File: src/design/dual_receiver_link_selector_core_macros.svh
// Assertion macros for the dual receiver link selector.
// Sampled on clk and disabled while rst_n is low; no other dependencies.
`ifndef DUAL_RECEIVER_LINK_SELECTOR_CORE_MACROS_SVH
`define DUAL_RECEIVER_LINK_SELECTOR_CORE_MACROS_SVH

// Same-cycle implication.
`define DRLS_ASSERT_NOW(label, ante, cons) \
  label: assert property (@(posedge clk) disable iff (!rst_n) (ante) |-> (cons)) \
    else $error("drls assertion failed");

// Next-cycle implication.
`define DRLS_ASSERT_NEXT(label, ante, cons) \
  label: assert property (@(posedge clk) disable iff (!rst_n) (ante) |=> (cons)) \
    else $error("drls assertion failed");

`endif

File: src/design/drls_pkg.sv
// Shared types and constants for the dual receiver link selector.
// Used by the channel interfaces and the core; depends on nothing.
`default_nettype none

package drls_pkg;

  localparam int unsigned CFG_IDX_W  = 3;
  localparam int unsigned CFG_DATA_W = 16;

  localparam logic [CFG_IDX_W-1:0] CFG_HOLD_OFF   = 3'd0;
  localparam logic [CFG_IDX_W-1:0] CFG_STALE      = 3'd1;
  localparam logic [CFG_IDX_W-1:0] CFG_DECIDE     = 3'd2;
  localparam logic [CFG_IDX_W-1:0] CFG_WEAK_RSSI  = 3'd3;
  localparam logic [CFG_IDX_W-1:0] CFG_GOOD_RSSI  = 3'd4;
  localparam logic [CFG_IDX_W-1:0] CFG_WEAK_LQ    = 3'd5;
  localparam logic [CFG_IDX_W-1:0] CFG_GOOD_LQ    = 3'd6;

  localparam logic [15:0]        HOLD_OFF_RST  = 16'd200;
  localparam logic [15:0]        STALE_RST     = 16'd500;
  localparam logic [15:0]        DECIDE_RST    = 16'd50;
  localparam logic signed [7:0]  WEAK_RSSI_RST = -8'sd95;
  localparam logic signed [7:0]  GOOD_RSSI_RST = -8'sd85;
  localparam logic [6:0]         WEAK_LQ_RST   = 7'd30;
  localparam logic [6:0]         GOOD_LQ_RST   = 7'd50;

  localparam logic signed [7:0]  RSSI_FLOOR    = -8'sd128;

  typedef enum logic [1:0] {
    REQ_UPDATE    = 2'd0,
    REQ_FORCE_PRI = 2'd1,
    REQ_FORCE_SEC = 2'd2,
    REQ_AUTO      = 2'd3
  } req_t;

  localparam logic [1:0] ST_NONE      = 2'd0;
  localparam logic [1:0] ST_WEAK      = 2'd1;
  localparam logic [1:0] ST_GOOD      = 2'd2;
  localparam logic [1:0] ST_EXCELLENT = 2'd3;

  typedef struct packed {
    req_t        req_type;
    logic [31:0] now_ms;
    logic        pri_stats_valid;
    logic [7:0]  pri_rssi_mag;
    logic [6:0]  pri_link_quality;
    logic        pri_has_frames;
    logic        pri_has_rc;
    logic        sec_stats_valid;
    logic [7:0]  sec_rssi_mag;
    logic [6:0]  sec_link_quality;
    logic        sec_has_frames;
    logic        sec_has_rc;
  } in_word_t;

  typedef struct packed {
    logic        chosen_rx;
    logic        switched;
    logic [1:0]  pri_status;
    logic [1:0]  sec_status;
    logic        failsafe;
    logic [31:0] switch_total;
  } out_word_t;

endpackage

`default_nettype wire

File: src/design/drls_intf.sv
// Valid/ready channel interfaces for the update words and the result words.
// Depends on drls_pkg for the word types.
`default_nettype none

interface drls_in_if;
  logic                valid;
  logic                ready;
  drls_pkg::in_word_t  data;
  modport source (output valid, output data, input ready);
  modport sink (input valid, input data, output ready);
endinterface

interface drls_out_if;
  logic                valid;
  logic                ready;
  drls_pkg::out_word_t data;
  modport source (output valid, output data, input ready);
  modport sink (input valid, input data, output ready);
endinterface

`default_nettype wire

File: src/design/dual_receiver_link_selector_core.sv
// Dual receiver link selector: grades two receivers from their link statistics
// and chooses the one that drives the outputs.
// Channels: in_ch takes one update or request word per handshake; out_ch gives
// one result word per input word, in order. The cfg_ port writes one register
// per cycle with cfg_we high and must only be used while the block is idle.
// An accepted word is captured in an input register, then one pass of
// compare-and-select logic updates the receiver state and loads the result
// register that drives out_ch.valid, when that register is free. Throughput
// is one word per cycle while out_ch.ready is high; the stored state is
// updated in the same pass that computes a word's result, so the next word
// sees it at once. When out_ch.ready is low the result register holds its
// word and the input register can still take one more word; in_ch.ready
// drops only when both are full. Reset (rst_n low at a clock edge) empties
// both registers, loads the register defaults, selects the primary receiver,
// sets failsafe and clears the statistics, timers and the switch count.
`default_nettype none

module dual_receiver_link_selector_core (
  input  wire logic                               clk,
  input  wire logic                               rst_n,
  drls_in_if.sink                                 in_ch,
  drls_out_if.source                              out_ch,
  input  wire logic                               cfg_we,
  input  wire logic [drls_pkg::CFG_IDX_W-1:0]     cfg_idx,
  input  wire logic [drls_pkg::CFG_DATA_W-1:0]    cfg_data
);

  `include "dual_receiver_link_selector_core_macros.svh"

  logic [15:0]        hold_off_r;
  logic [15:0]        stale_r;
  logic [15:0]        decide_r;
  logic signed [7:0]  weak_rssi_r;
  logic signed [7:0]  good_rssi_r;
  logic [6:0]         weak_lq_r;
  logic [6:0]         good_lq_r;

  logic               s1_valid_r;
  drls_pkg::in_word_t s1_data_r;
  logic               out_valid_r;
  drls_pkg::out_word_t out_data_r;
  drls_pkg::out_word_t out_data_nxt;
  logic               s1_adv;

  logic signed [7:0]  rssi_r [2];
  logic signed [7:0]  rssi_nxt [2];
  logic [6:0]         lq_r [2];
  logic [6:0]         lq_nxt [2];
  logic [31:0]        time_r [2];
  logic [31:0]        time_nxt [2];
  logic [1:0]         status_r [2];
  logic [1:0]         status_nxt [2];
  logic               active_r;
  logic               active_nxt;
  logic [31:0]        last_sw_r;
  logic [31:0]        last_sw_nxt;
  logic [31:0]        last_dec_r;
  logic [31:0]        last_dec_nxt;
  logic [31:0]        switch_cnt_r;
  logic [31:0]        switch_cnt_nxt;
  logic               failsafe_r;
  logic               failsafe_nxt;

  logic               rx_valid [2];
  logic [7:0]         rx_mag [2];
  logic [6:0]         rx_lq [2];
  logic               rx_frames [2];
  logic               rx_rc [2];
  logic signed [7:0]  upd_rssi [2];
  logic [6:0]         upd_lq [2];
  logic [31:0]        upd_time [2];
  logic [31:0]        age [2];
  logic [1:0]         grade [2];
  logic [31:0]        since_dec;
  logic [31:0]        since_sw;
  logic               due;
  logic               held;
  logic               next_sel;
  logic               sw;

  assign s1_adv       = s1_valid_r && (!out_valid_r || out_ch.ready);
  assign in_ch.ready  = !s1_valid_r || s1_adv;
  assign out_ch.valid = out_valid_r;
  assign out_ch.data  = out_data_r;

  always_comb begin
    rx_valid[0]  = s1_data_r.pri_stats_valid;
    rx_mag[0]    = s1_data_r.pri_rssi_mag;
    rx_lq[0]     = s1_data_r.pri_link_quality;
    rx_frames[0] = s1_data_r.pri_has_frames;
    rx_rc[0]     = s1_data_r.pri_has_rc;
    rx_valid[1]  = s1_data_r.sec_stats_valid;
    rx_mag[1]    = s1_data_r.sec_rssi_mag;
    rx_lq[1]     = s1_data_r.sec_link_quality;
    rx_frames[1] = s1_data_r.sec_has_frames;
    rx_rc[1]     = s1_data_r.sec_has_rc;

    for (int r = 0; r < 2; r++) begin
      if (rx_valid[r]) begin
        upd_rssi[r] = rx_mag[r][7] ? drls_pkg::RSSI_FLOOR : $signed(8'd0 - rx_mag[r]);
        upd_lq[r]   = rx_lq[r];
        upd_time[r] = s1_data_r.now_ms;
      end else begin
        upd_rssi[r] = rssi_r[r];
        upd_lq[r]   = lq_r[r];
        upd_time[r] = time_r[r];
      end
      age[r] = s1_data_r.now_ms - upd_time[r];
      if ((age[r] > {16'd0, stale_r}) || !rx_frames[r]) begin
        grade[r] = drls_pkg::ST_NONE;
      end else if ((upd_rssi[r] <= weak_rssi_r) || (upd_lq[r] < weak_lq_r)) begin
        grade[r] = drls_pkg::ST_WEAK;
      end else if ((upd_rssi[r] <= good_rssi_r) || (upd_lq[r] < good_lq_r)) begin
        grade[r] = drls_pkg::ST_GOOD;
      end else begin
        grade[r] = drls_pkg::ST_EXCELLENT;
      end
    end

    since_dec = s1_data_r.now_ms - last_dec_r;
    since_sw  = s1_data_r.now_ms - last_sw_r;
    due       = since_dec >= {16'd0, decide_r};
    held      = since_sw < {16'd0, hold_off_r};
    next_sel  = active_r;
    if (due && !held) begin
      if (!active_r) begin
        if ((grade[0] < drls_pkg::ST_GOOD) && (grade[1] >= drls_pkg::ST_GOOD)) begin
          next_sel = 1'b1;
        end
      end else begin
        if ((grade[1] < drls_pkg::ST_GOOD) && (grade[0] > grade[1])) begin
          next_sel = 1'b0;
        end
      end
    end
    sw = next_sel != active_r;

    rssi_nxt       = rssi_r;
    lq_nxt         = lq_r;
    time_nxt       = time_r;
    status_nxt     = status_r;
    active_nxt     = active_r;
    last_sw_nxt    = last_sw_r;
    last_dec_nxt   = last_dec_r;
    switch_cnt_nxt = switch_cnt_r;
    failsafe_nxt   = failsafe_r;

    if (s1_adv) begin
      case (s1_data_r.req_type)
        drls_pkg::REQ_UPDATE: begin
          rssi_nxt   = upd_rssi;
          lq_nxt     = upd_lq;
          time_nxt   = upd_time;
          status_nxt = grade;
          if (due) begin
            last_dec_nxt = s1_data_r.now_ms;
          end
          if (sw) begin
            active_nxt     = next_sel;
            last_sw_nxt    = s1_data_r.now_ms;
            switch_cnt_nxt = switch_cnt_r + 32'd1;
          end
          failsafe_nxt = !rx_rc[next_sel];
        end
        drls_pkg::REQ_FORCE_PRI: begin
          active_nxt = 1'b0;
        end
        drls_pkg::REQ_FORCE_SEC: begin
          active_nxt = 1'b1;
        end
        drls_pkg::REQ_AUTO: begin
          active_nxt  = 1'b0;
          last_sw_nxt = 32'd0;
        end
        default: begin
          active_nxt = active_r;
        end
      endcase
    end

    out_data_nxt.chosen_rx    = active_nxt;
    out_data_nxt.switched     = (s1_data_r.req_type == drls_pkg::REQ_UPDATE) && sw;
    out_data_nxt.pri_status   = status_nxt[0];
    out_data_nxt.sec_status   = status_nxt[1];
    out_data_nxt.failsafe     = failsafe_nxt;
    out_data_nxt.switch_total = switch_cnt_nxt;
  end

  always_ff @(posedge clk) begin
    if (!rst_n) begin
      hold_off_r  <= drls_pkg::HOLD_OFF_RST;
      stale_r     <= drls_pkg::STALE_RST;
      decide_r    <= drls_pkg::DECIDE_RST;
      weak_rssi_r <= drls_pkg::WEAK_RSSI_RST;
      good_rssi_r <= drls_pkg::GOOD_RSSI_RST;
      weak_lq_r   <= drls_pkg::WEAK_LQ_RST;
      good_lq_r   <= drls_pkg::GOOD_LQ_RST;
    end else if (cfg_we) begin
      case (cfg_idx)
        drls_pkg::CFG_HOLD_OFF:  hold_off_r  <= cfg_data;
        drls_pkg::CFG_STALE:     stale_r     <= cfg_data;
        drls_pkg::CFG_DECIDE:    decide_r    <= cfg_data;
        drls_pkg::CFG_WEAK_RSSI: weak_rssi_r <= $signed(cfg_data[7:0]);
        drls_pkg::CFG_GOOD_RSSI: good_rssi_r <= $signed(cfg_data[7:0]);
        drls_pkg::CFG_WEAK_LQ:   weak_lq_r   <= cfg_data[6:0];
        drls_pkg::CFG_GOOD_LQ:   good_lq_r   <= cfg_data[6:0];
        default: begin
        end
      endcase
    end
  end

  always_ff @(posedge clk) begin
    if (!rst_n) begin
      s1_valid_r   <= 1'b0;
      out_valid_r  <= 1'b0;
      for (int r = 0; r < 2; r++) begin
        rssi_r[r]   <= 8'sd0;
        lq_r[r]     <= 7'd0;
        time_r[r]   <= 32'd0;
        status_r[r] <= drls_pkg::ST_NONE;
      end
      active_r     <= 1'b0;
      last_sw_r    <= 32'd0;
      last_dec_r   <= 32'd0;
      switch_cnt_r <= 32'd0;
      failsafe_r   <= 1'b1;
    end else begin
      if (in_ch.ready) begin
        s1_valid_r <= in_ch.valid;
      end
      if (s1_adv) begin
        out_valid_r <= 1'b1;
      end else if (out_ch.ready) begin
        out_valid_r <= 1'b0;
      end
      rssi_r       <= rssi_nxt;
      lq_r         <= lq_nxt;
      time_r       <= time_nxt;
      status_r     <= status_nxt;
      active_r     <= active_nxt;
      last_sw_r    <= last_sw_nxt;
      last_dec_r   <= last_dec_nxt;
      switch_cnt_r <= switch_cnt_nxt;
      failsafe_r   <= failsafe_nxt;
    end
  end

  always_ff @(posedge clk) begin
    if (in_ch.ready && in_ch.valid) begin
      s1_data_r <= in_ch.data;
    end
    if (s1_adv) begin
      out_data_r <= out_data_nxt;
    end
  end

  `DRLS_ASSERT_NEXT(a_switch_counts, s1_adv && out_data_nxt.switched,
                    switch_cnt_r == $past(switch_cnt_r) + 32'd1)
  `DRLS_ASSERT_NEXT(a_failsafe_held, s1_adv && (s1_data_r.req_type != drls_pkg::REQ_UPDATE),
                    $stable(failsafe_r) && $stable(switch_cnt_r))
  `DRLS_ASSERT_NEXT(a_auto_clears, s1_adv && (s1_data_r.req_type == drls_pkg::REQ_AUTO),
                    !active_r && (last_sw_r == 32'd0))
  `DRLS_ASSERT_NOW(a_result_matches, out_valid_r,
                   (out_data_r.chosen_rx == active_r) || s1_valid_r)

endmodule

`default_nettype wire
File: src/flat_wrapper.sv
// flat-port wrapper written by rule: the top's interface ports become plain ports
module dual_receiver_link_selector_core_flat 
  (clk, rst_n, cfg_we, cfg_idx, cfg_data, in_ch_valid, in_ch_data, in_ch_ready, out_ch_valid, out_ch_data, out_ch_ready);
  drls_in_if in_ch_i ();
  drls_out_if out_ch_i ();
  input  wire logic clk;
  input  wire logic rst_n;
  input  wire logic cfg_we;
  input  wire logic [drls_pkg::CFG_IDX_W-1:0] cfg_idx;
  input  wire logic [drls_pkg::CFG_DATA_W-1:0] cfg_data;
  input wire logic [$bits(in_ch_i.valid)-1:0] in_ch_valid;
  input wire logic [$bits(in_ch_i.data)-1:0] in_ch_data;
  output wire logic [$bits(in_ch_i.ready)-1:0] in_ch_ready;
  output wire logic [$bits(out_ch_i.valid)-1:0] out_ch_valid;
  output wire logic [$bits(out_ch_i.data)-1:0] out_ch_data;
  input wire logic [$bits(out_ch_i.ready)-1:0] out_ch_ready;
  assign in_ch_i.valid = in_ch_valid;
  assign in_ch_i.data = in_ch_data;
  assign in_ch_ready = in_ch_i.ready;
  assign out_ch_valid = out_ch_i.valid;
  assign out_ch_data = out_ch_i.data;
  assign out_ch_i.ready = out_ch_ready;
  dual_receiver_link_selector_core u_core (.clk(clk), .rst_n(rst_n), .in_ch(in_ch_i), .out_ch(out_ch_i), .cfg_we(cfg_we), .cfg_idx(cfg_idx), .cfg_data(cfg_data));
endmodule
File: config.mk
export PLATFORM = sky130hd
export DESIGN_NAME = dual_receiver_link_selector_core_flat
export DESIGN_NICKNAME = d
export VERILOG_FILES = /design/src/design/drls_pkg.sv /design/src/design/drls_intf.sv /design/src/design/dual_receiver_link_selector_core.sv /design/src/flat_wrapper.sv
export VERILOG_INCLUDE_DIRS = /design/src /design/src/design
export SDC_FILE = /design/constraint.sdc
export NUM_CORES = 1
export LEC_CHECK = 0
export ABC_AREA = 1
export BUFFER_PORTS_ARGS = -buffer_cell sky130_fd_sc_hd__buf_2
export CAP_MARGIN = 10
export CORE_ASPECT_RATIO = 1.1
export CORE_MARGIN = 4
export CORE_UTILIZATION = 30
export CTS_BUF_LIST = sky130_fd_sc_hd__clkbuf_8
export DETAILED_ROUTE_END_ITERATION = 8
export GPL_TIMING_DRIVEN = 0
export PLACE_DENSITY_LB_ADDON = 0.15
export SYNTH_ARGS = -nofsm -noshare
export SYNTH_HDL_FRONTEND = slang
export SYNTH_SLANG_ARGS = --single-unit
File: constraint.sdc
create_clock -name clk -period 7.14 [get_ports clk]
set_input_delay 1.071 -clock clk [delete_from_list [all_inputs] [get_ports clk]]
set_output_delay 1.071 -clock clk [all_outputs]
set_load 0.02 [all_outputs]
==> impl_metrics.toml <==
[cts]
clk_latency_ns = 0.71
clkSlewWorstSetupHoldPaths_ns = 0.06
cts_sinks = 385
cts-root-buf = "clkbuf_8"
cts_buffer_depth = 3
htreeDepth = 3
cts_tree = "done"
cts_buffers = 75

[grt]
grt_antenna_before_repair = 5
use_met3 = 0.0244
grtUsageMet1 = 0.259
grt_busiest_layer = "met2"
grt_usage = 0.202
globalRouteOverflowTotal = 0
gr-usage-met2 = 0.356
grt_max_degree = 51
grt_pass1_vias = 25400
grt_first_pass_wirelength_mm = 147

[timing]
hold_violations = 0
fin_skew_ns = 0.0667
fin_ws_ns = 0.133
fin_tns_setup_ns = 0
setup_violations = 0
finalCritPeriodShare = 0.981
fin_crit_ns = 7.01
hold_slack_ns = 0.449
relSlewSlack = 0.277
rsz0062_at_grt = "yes"
worstMarginPinSlew_ns = 1.07
max_freq_ghz = 0.143
maxSlewViolCount = 0

[critical_path]
crit_type = "flop to flop"
crit_path_end_kind = "flop"
critPathMaxFanout = 8
worst_ep_arrival_time_ns = 7.40
cp.required_ns = 7.54
cpPeakStageDelay_ns = 0.49
cpMostUsedCell = "nor2_4"
crit_slowest_cell = "edfxtp_1"
startpoint_type = "flop"

[routing]
viasPerCell = 4.77
vias = 26300
drt-total-wl_mm = 98.2
drt-initial-drc-count = 1299
remaining_drc_errors = 0
ant_nets = 0
wl_per_cell_um = 17.8
dr.pass1.iters = 5

[yosys]
synth-edff-count = 109
synth_top_family_by_area = "simple AND/OR/NAND/NOR gates"
synth_xor_area_frac = 0.0270
synth_mux_area_frac = 0
ys_seq_area_frac = 0.327
synthCells = 3988
synth_area_um2 = 26900
synth_cell_types = 51
synth_fa_ha_area_frac = 0.121
ys_seq_elements = 385
synth_compound_area_frac = 0.148
synth_top_area_share = 0.205
yosys.area_share.simple = 0.267
synth.avg_cell_area_um2 = 6.75
ys_async_sr_fraction = 0
synth_area_leaders = "dfxtp_1 (21%), nand2_1 (14%), edfxtp_1 (12%), ha_1 (12%), inv_1 (9.7%)"
yosysTopAreaCell = "dfxtp_1"
syn_nets = 4341
synthFlopType = "dfxtp_1"
synth_warnings = 0

[floorplan]
initial_core_util = 0.304
rows = 114
core-area_um2 = 88400
die_x_um = 294
fp.dieH_um = 322
io_pins = 135
die_area_um2 = 94600

[run]
cap_viol_max_count = 0

[placed_design]
hpwl_mm = 79.8
dp_slack_ns = -1.93
place_area_um2 = 29100
io_buffers = 134
gp_congestion = 0.899
dp.cells = 5284

[pwr]
p_int_mw = 4.07
p_comb_frac = 0.278
power.leakage_nw = 15.5
p_sw_mw = 2.20
p_per_area_nw_per_um2 = 193
ir_drop_uv = 98.7
power.total_mw = 6.26
power_frac_clock = 0.341
sw_frac_of_total = 0.351
pwr-share-seq = 0.381

[run_status]
outcome = "completed"

[cells_and_area]
stdcell_area_um2 = 32400
fin_cells = 5509
fin_nets = 4644
fin_util = 0.366
nFillCells = 9664
area_growth_pct = 20.3
drive_above_1_share = 0.130

[worst_hold_path]
hold_class = "flop to flop"
-- worst paths after layout --
path | startpoint | endpoint | slack, ns | depth (start not counted)
setup / recovery | u_core.rx_valid[1] | u_core.out_ch.data[23] | 0.13 | 43
hold / removal | u_core.lq_r[3] | u_core.lq_r[3] | 0.45 | 2
setup reg to reg | u_core.rx_valid[1] | u_core.out_ch.data[23] | 0.13 | 43
hold reg to reg | u_core.lq_r[3] | u_core.lq_r[3] | 0.45 | 2
-- layout make-up --
type | instances | area, um2 | share of cell area
Sequential cell | 385 | 8800 | 0.272
Timing Repair Buffer | 227 | 1460 | 0.0450
Clock buffer | 83 | 1140 | 0.0353
Multi-Input combinational cell | 2811 | 16100 | 0.498
Clock inverter | 51 | 280 | 0.00865
Inverter | 704 | 2650 | 0.0818
Buffer | 87 | 468 | 0.0144
Tap cell | 1160 | 1450 | 0.0448
Antenna cell | 1 | 2.50 | 0.0000772
-- worst max-delay path: cells and delay by family, from the launching register on --
kind	cells	cell delay [ns]
XOR/XNOR	1	0.19
flip-flops	1	0.49
buffers and inverters	8	0.75
adder cells (fa/ha/maj)	5	1.36
AO/OA/AOI/OAI	9	1.44
AND/OR/NAND/NOR	20	2.42
-- synthesized netlist by cell type (8+ instances only) --
| cell | number |
|---|---|
| xnor2_1 | 17 |
| o21a_1 | 9 |
| o21bai_1 | 10 |
| inv_2 | 8 |
| nor4_1 | 8 |
| and2_1 | 14 |
| edfxtp_1 | 109 |
| nor2_1 | 405 |
| a221oi_1 | 17 |
| o21ai_0 | 246 |
| o211ai_1 | 28 |
| nand4_1 | 48 |
| nor3_1 | 43 |
| a211oi_1 | 24 |
| nand3_1 | 141 |
| nand3b_1 | 22 |
| xor2_1 | 66 |
| o22ai_1 | 10 |
| inv_1 | 696 |
| nand2_1 | 1020 |
| or2_2 | 15 |
| dfxtp_1 | 276 |
| ha_1 | 255 |
| clkbuf_1 | 78 |
| a21oi_1 | 355 |
-- power groups by stage --
| stage | clock network (mW) | registers (mW) | logic [mW] |
|---|---|---|---|
| finish | 2.14 | 2.39 | 1.74 |
| floorplan | 0 | 2.42 | 1.07 |
| global route | 2.31 | 2.39 | 1.96 |
| CTS | 2.21 | 2.40 | 1.61 |
| global placement | 0 | 2.45 | 1.53 |
| detailed placement | 0 | 2.45 | 1.53 |
-- cell families after synthesis --
logic type	after synthesis
xor+xnor	83
buf+inv	792
simple gates	1741
flops	385
compound gates	728
fa+ha+maj	259
-- flip-flops by register name, summed over array words and instances, names as in the netlist, 7 cells and up --
signal,flops
u_core.time_r,64
u_core.out_ch.data,39
u_core.s1_data_r,34
u_core.last_dec_r,32
u_core.last_sw_r,32
u_core.switch_cnt_r,32
u_core.decide_r,16
u_core.hold_off_r,16
u_core.rssi_r,16
u_core.rx_mag,16
u_core.stale_r,16
u_core.lq_r,14
u_core.rx_lq,14
u_core.good_rssi_r,8
u_core.weak_rssi_r,8
u_core.good_lq_r,7
u_core.weak_lq_r,7
-- layout by cell type (no fill, tap or decap), drive strengths merged, types with 2 or more instances in the layout --
| master | Yosys | layout |
|---|---|---|
| o221ai | 2 | 2 |
| a211oi | 24 | 24 |
| o21ai | 249 | 249 |
| a32o | 2 | 2 |
| a221oi | 17 | 17 |
| o21a | 9 | 9 |
| clkbuf | 78 | 150 |
| nand3 | 141 | 141 |
| o31ai | 2 | 2 |
| fa | 4 | 4 |
| buf | 10 | 247 |
| and2 | 14 | 14 |
| nor2 | 414 | 414 |
| nor3 | 43 | 43 |
| nand4 | 49 | 49 |
| or2 | 18 | 18 |
| clkinv | 0 | 18 |
| a21oi | 356 | 356 |
| o211ai | 28 | 28 |
| xor2 | 66 | 66 |
| nor3b | 3 | 3 |
| nand2 | 1023 | 1023 |
| o21bai | 10 | 10 |
| o22ai | 10 | 10 |
| a21boi | 5 | 5 |
| a31oi | 4 | 4 |
| nor4 | 8 | 8 |
| inv | 704 | 733 |
| edfxtp | 109 | 109 |
| ha | 255 | 255 |
| nand3b | 22 | 22 |
| a21o | 5 | 5 |
| dfxtp | 276 | 276 |
| xnor2 | 17 | 17 |
| and3 | 5 | 5 |
| clkinvlp | 0 | 3 |
-- routing by layer --
| layer | vias to the layer above | part of all wire |
|---|---|---|
| met2 | 552 | 0.48 |
| li1 | 13500 | - |
| met5 | - | 0 |
| met3 | 142 | 0.041 |
| met4 | 0 | 0.028 |
| met1 | 12100 | 0.45 |
-- what timing repair did --
item / in CTS / in global routing
cloned: 0 / 1
setup buffers: 32 / 58
resized for setup: 120 / 192
pin swaps: 21 / 62
hold buffers: 0 / 0
endpoints found under the setup margin: 101 / 74
Note: power is estimated with default switching activity, not from simulation.
